==> config.mk <==
export PLATFORM = sky130hd
export DESIGN_NAME = atlbe_front
export DESIGN_NICKNAME = d
export VERILOG_FILES = /design/src/design/atlbe_pkg.sv /design/src/design/atlbe_front.sv
export SDC_FILE = /design/constraint.sdc
export NUM_CORES = 1
export LEC_CHECK = 0
export BUFFER_PORTS_ARGS = -buffer_cell sky130_fd_sc_hd__buf_4
export CAP_MARGIN = 20
export CORE_UTILIZATION = 58
export CTS_BUF_LIST = sky130_fd_sc_hd__clkbuf_2
export DETAILED_ROUTE_END_ITERATION = 10
export GPL_ROUTABILITY_DRIVEN = 0
export PLACE_DENSITY = 0.84
export REMOVE_ABC_BUFFERS = 1
export SYNTH_ARGS = -nofsm -noshare
export SYNTH_HDL_FRONTEND = slang
export SYNTH_SLANG_ARGS = --single-unit
export TNS_END_PERCENT = 100
==> constraint.sdc <==
create_clock -name clk_i -period 11 [get_ports clk_i]
set_clock_uncertainty 0.05 [all_clocks]
set_input_delay 1.1 -clock clk_i [delete_from_list [all_inputs] [get_ports clk_i]]
set_output_delay 1.1 -clock clk_i [all_outputs]
set_load 0.05 [all_outputs]
==> src/design/atlbe_pkg.sv <==
// Shared types, constants and pixel helpers of the thick line blend engine.
// No dependencies; the other design files but the checker refer to it by scoped names.
`timescale 1ns / 1ps
package atlbe_pkg;

  localparam int FRAME_W = 256;
  localparam int FRAME_H = 256;
  localparam int ADDR_W  = $clog2(FRAME_W * FRAME_H);
  localparam int DIV_W   = 20;   // |dy| * 256 fits here
  localparam int DEN_W   = 12;   // dx of a folded line
  localparam int TDATA_W = 80;

  localparam logic [7:0] FULL8 = 8'hFF;

  // Configuration register indexes
  localparam logic [1:0] REG_BLEND = 2'd0;
  localparam logic [1:0] REG_OVL   = 2'd1;
  localparam logic [1:0] REG_SHINE = 2'd2;

  typedef enum logic [1:0] {
    OP_WR_OVL = 2'd0,
    OP_WR_FRM = 2'd1,
    OP_RD_FRM = 2'd2,
    OP_LINE   = 2'd3
  } op_e;

  typedef struct packed {
    op_e                op;
    logic signed [11:0] sx;
    logic signed [11:0] sy;
    logic signed [11:0] ex;
    logic signed [11:0] ey;
    logic [7:0]         level;
    logic [3:0]         half;
    logic [15:0]        color;
    logic               ok;
    logic [ADDR_W-1:0]  idx;
  } cmd_t;

  typedef struct packed {
    logic       replace;
    logic       tint_en;
    logic [7:0] shine;
  } cfg_t;

  function automatic logic [7:0] grow5(input logic [4:0] v);
    return {v, v[4:2]};
  endfunction

  function automatic logic [7:0] grow6(input logic [5:0] v);
    return {v, v[5:4]};
  endfunction

  function automatic logic [15:0] join565(input logic [7:0] r, input logic [7:0] g,
                                          input logic [7:0] b);
    return {r[7:3], g[7:2], b[7:3]};
  endfunction

  function automatic logic pix_ok(input logic signed [13:0] x, input logic signed [13:0] y);
    return (x >= 0) && (x < FRAME_W) && (y >= 0) && (y < FRAME_H);
  endfunction

  function automatic logic [ADDR_W-1:0] pix_idx(input logic signed [13:0] x,
                                                input logic signed [13:0] y);
    return ADDR_W'(int'(y) * FRAME_W + int'(x));
  endfunction

endpackage

==> src/design/atlbe_front.sv <==
// Input side: unpack and classify stream words, queue them for the back end.
// Depends on atlbe_pkg.
`timescale 1ns / 1ps
module atlbe_front (
  input  logic                         clk_i,
  input  logic                         rst_ni,
  input  logic                         s_axis_tvalid,
  output logic                         s_axis_tready,
  input  logic [atlbe_pkg::TDATA_W-1:0] s_axis_tdata,
  input  logic [1:0]                   s_axis_tuser,
  output logic                         cmd_valid_o,
  output atlbe_pkg::cmd_t              cmd_o,
  input  logic                         cmd_pop_i
);

  atlbe_pkg::cmd_t fifo_q [2];
  logic            wr_ptr_q, rd_ptr_q;
  logic [1:0]      cnt_q;
  atlbe_pkg::cmd_t cmd_in;
  logic            push;
  logic signed [13:0] px, py;

  always_comb begin
    cmd_in.op    = atlbe_pkg::op_e'(s_axis_tuser);
    cmd_in.sx    = s_axis_tdata[11:0];
    cmd_in.sy    = s_axis_tdata[23:12];
    cmd_in.ex    = s_axis_tdata[35:24];
    cmd_in.ey    = s_axis_tdata[47:36];
    cmd_in.level = s_axis_tdata[55:48];
    cmd_in.half  = s_axis_tdata[60:57];
    cmd_in.color = s_axis_tdata[76:61];
    px           = {{2{s_axis_tdata[11]}}, s_axis_tdata[11:0]};
    py           = {{2{s_axis_tdata[23]}}, s_axis_tdata[23:12]};
    cmd_in.ok    = atlbe_pkg::pix_ok(px, py);
    cmd_in.idx   = cmd_in.ok ? atlbe_pkg::pix_idx(px, py) : '0;
  end

  assign s_axis_tready = (cnt_q != 2'd2);
  assign push          = s_axis_tvalid && s_axis_tready;
  assign cmd_valid_o   = (cnt_q != 2'd0);
  assign cmd_o         = fifo_q[rd_ptr_q];

  always_ff @(posedge clk_i) begin
    if (push) begin
      fifo_q[wr_ptr_q] <= cmd_in;
    end
  end

  always_ff @(posedge clk_i or negedge rst_ni) begin
    if (!rst_ni) begin
      wr_ptr_q <= 1'b0;
      rd_ptr_q <= 1'b0;
      cnt_q    <= 2'd0;
    end else begin
      if (push) wr_ptr_q <= ~wr_ptr_q;
      if (cmd_pop_i) rd_ptr_q <= ~rd_ptr_q;
      cnt_q <= cnt_q + 2'(push) - 2'(cmd_pop_i);
    end
  end

endmodule

==> summary.md <==
| Metric | Value |
|---|---|
| Die H | 115 um |
| Syn Area/Cell | 20.1 um^2 |
| First-pass detailed-route iteration total | 4 |
| Post-cts resize count | 0 |
| Critical Path End Type | primary output |
| CP startpoint kind | flop |
| Syn Inst Count | 370 |
| Ys Warns | 0 |
| CTS HTree Levels | 4 |
| Starting DRT DRC Count | between 300 and 400 |
| Peak supply drop | approximately 280 uV |
| Max Fclk | roughly 0.24 GHz |
| Die Width | about 120 um |
| Residual DRC count | 0 |
| Main synth FF type | edfxtp_1 |
| TNS Setup | 0 ns |
| Seq/Total Area, Yosys | roughly four fifths |
| Final slew viol count | 0 |
| First-pass GRT wire length | approximately 20000 um |
| CTS tree | done |
| Num Clock Sinks | between 150 and 200 |
| Vias in the first global route | between 4000 and 5000 |
| Count leader, synth | edfxtp_1 |
| Register area | 5810 um^2 |
| Share of flip-flops with an asynchronous set or reset | a little over 2% |
| Die Area | ~13000 um^2 |
| Detailed Route WL | around 14000 um |
| # IOs | between 150 and 200 |
| Initial antenna violation count | 0 |
| Setup slack, reg-to-reg | about 8.7 ns |
| Post-synth top cells | edfxtp_1, mux2_2, and3_1 |
| Power share of the sequential group | a little under two fifths |
| Initial Utilization | between 60% and 70% |
| Reg clk slew, reported paths | 0.24 ns |
| Post-synthesis register bit count | 194 |
| Core ar. | 12300 um^2 |
| Worst-skew pair later-pin latency | between 0.7 and 0.8 ns |
| Worst slew pin tran | roughly 1.1 ns |
| Area grow syn2layout | 25.6% |
| NetSw | 1.15 mW |
| Post-synth top area cell | edfxtp_1 |
| Clk pwr share | between 10% and 20% |
| Leakage | between 3 and 4 nW |
| Slew HR | 26.1% |
| Final setup viols | 0 |
| Inserted Diodes | 0 |
| Met3 usage | between 7 and 8% |
| Hold Crit Depth | 1 |
| Area of the multi-input gates | ~1600 um^2 |
| Hold path startpoint | cnt_q[1] |
| Layout cells sized above 1 | ~55% |
| Gr busiest metal | met2 |
| Placed inst area | ~9000 um^2 |
| Largest net degree at the start of global routing | just under 60 |
| Number of distinct library cells after synthesis | 27 |
| Input/output buffers | approximately 180 |
| RSZ-0062 raised after global routing | no |
| GR Util All Layers | between 20% and 30% |
| Switching share of power | 40.9% |
| M1 GR Usage | about a quarter |
| Clock buffer depth | 2 |
| TritonCTS Buffers | 17 |
| Data arrival, critical path | 2.98 ns |
| Yosys top cell area share | 76.8% |
| Ranking of synthesized cells by area | edfxtp_1, mux2_2, ha_1 |
| M2 GR Usage | a little under two fifths |
| Status | complete, no violations |
| Row count | 40 |
| Final Hold Vio Count | 0 |
| EDFF count, synth | between 150 and 200 |
| Final HPWL DP | about 9000 um |
| Reg-to-reg startpoint | cnt_q[1] |
| Vias | slightly below 4000 |
| # fillers | around 760 |
| Reg2reg end | fifo_q[1][1] |
| Internal | roughly 1.7 mW |
| Fin crit share | about 38% |
| Design area | 9330 um^2 |
| Synth Cell Area | 7420 um^2 |
| DR vias/cell | 5.36 |
| Worst path required time | 9.85 ns |
| P per Cell Area | roughly 300 nW/um^2 |
| CTS root buf | clkbuf_2 |
| Final net count | between 600 and 700 |
| Antenna Violating Nets Remaining | 0 |
| Worst Reg2Reg Path Length in Cells | 3 |
| MaxCap Viol Count | 0 |
| Hold EP | cnt_q[1] |
| CP Class | reg2out |
| Wire per inst | 18.5 um |
| Clock period minus worst slack | roughly 4.1 ns |
| Min-delay worst type | reg2reg |
| Critical Path Fanout Max | 58 |
| GRT overflow | 0 |
| Gate power share | between 40% and 50% |
==> power groups by stage <==
stage | Combinational [mW] | Sequential, mW | Clock, mW
3_3_place_gp | 1.28 | 1.08 | 0
5_1_grt | 1.34 | 1.09 | 0.487
2_1_floorplan | 0.911 | 1.12 | 0
4_1_cts | 1.30 | 1.08 | 0.463
6_report | 1.29 | 1.08 | 0.453
3_5_place_dp | 1.29 | 1.10 | 0
==> registers in the layout (all words and copies together) (netlist names) <==
| register | count |
|---|---|
| wr_ptr_q | 1 |
| fifo_q | 190 |
| rd_ptr_q | 1 |
| cnt_q | 2 |
==> timing repair <==
item | 4_1_cts | 5_1_grt
hold buffers | 1 | 0
setup buffers | 0 | 0
setup endpoints to repair | 0 | 0
hold endpoints to repair | 4 | 0
==> worst max-delay path by stage <==
stage | cells after the start | end | startpoint | slack (ns)
floorplan | 2 | fifo_q[0][0] | s_axis_tvalid | 5.23
global placement | 3 | cmd_o[43] | rd_ptr_q | 7.71
detailed placement | 3 | cmd_o[37] | rd_ptr_q | 7.71
CTS | 3 | cmd_o[37] | rd_ptr_q | 6.80
global route | 3 | cmd_o[37] | rd_ptr_q | 6.66
finish | 3 | cmd_o[37] | rd_ptr_q | 6.87
==> cell usage in the layout (no fill, tap or decap) <==
cell type        n
a211oi_1         2
a211oi_2         1
a21o_2           1
a21oi_1          5
a21oi_2          1
and3_1          11
and3_4           1
buf_4          183
bufinv_16        8
clkbuf_2        18
clkinv_1         2
clkinv_2         3
dfrtp_1          3
dfrtp_4          1
dlygate4sd3_1    1
edfxtp_1       190
fa_1             1
ha_1             9
inv_1            3
mux2_2          95
nand2_1          5
nand2b_1         1
nand3_1          1
nor2_1           4
nor2_4           1
nor3_1           3
nor3b_1          1
nor4_2           2
o21ai_0          5
or2_2            2
or3_1            1
xnor2_1          6
xor2_1           1
==> critical path, cell delays in order, from the launching register on <==
cell and delay (ns):
dfrtp_4 0.82, buf_4 0.70, mux2_2 0.43, buf_4 0.20
==> through the flow <==
stage	setup slack [ns]	power [mW]	std cells	hold WS [ns]	utilization, %
2_1_floorplan	5.23	2.03	357	0.410	-
4_1_cts	6.80	2.84	740	0.378	76.1
5_1_grt	6.66	2.92	740	0.381	76.1
3_3_place_gp	7.71	2.36	708	0.427	73.1
3_5_place_dp	7.71	2.39	708	0.438	73.1
6_report	6.87	2.81	740	0.469	76.1
==> metal layers <==
metal	vias up	part of all wire, %
li1	1831	-
met1	1964	38
met2	148	52
met3	21	8.5
met4	0	1.9
met5	-	0
==> cell families (layout without fill, tap and decap cells) <==
| logic type | Yosys count | count (layout) | share of synthesized area [%] |
|---|---|---|---|
| mux | 95 | 95 | 14.4 |
| buf+inv | 16 | 218 | 1.11 |
| compound gates | 15 | 15 | 1.28 |
| simple gates | 33 | 33 | 2.39 |
| flops | 194 | 194 | 78.2 |
| fa+ha+maj | 10 | 10 | 1.79 |
| xor+xnor | 7 | 7 | 0.826 |
==> layout make-up <==
type                            count  area share (%)
Sequential cell                   194            62.3
Multi-Input combinational cell    160            16.7
Timing Repair Buffer              184            14.8
Clock inverter                     13            2.82
Tap cell                          168            2.25
Clock buffer                       18           0.966
Inverter                            3           0.121
Power figures use the tool's default switching activity.
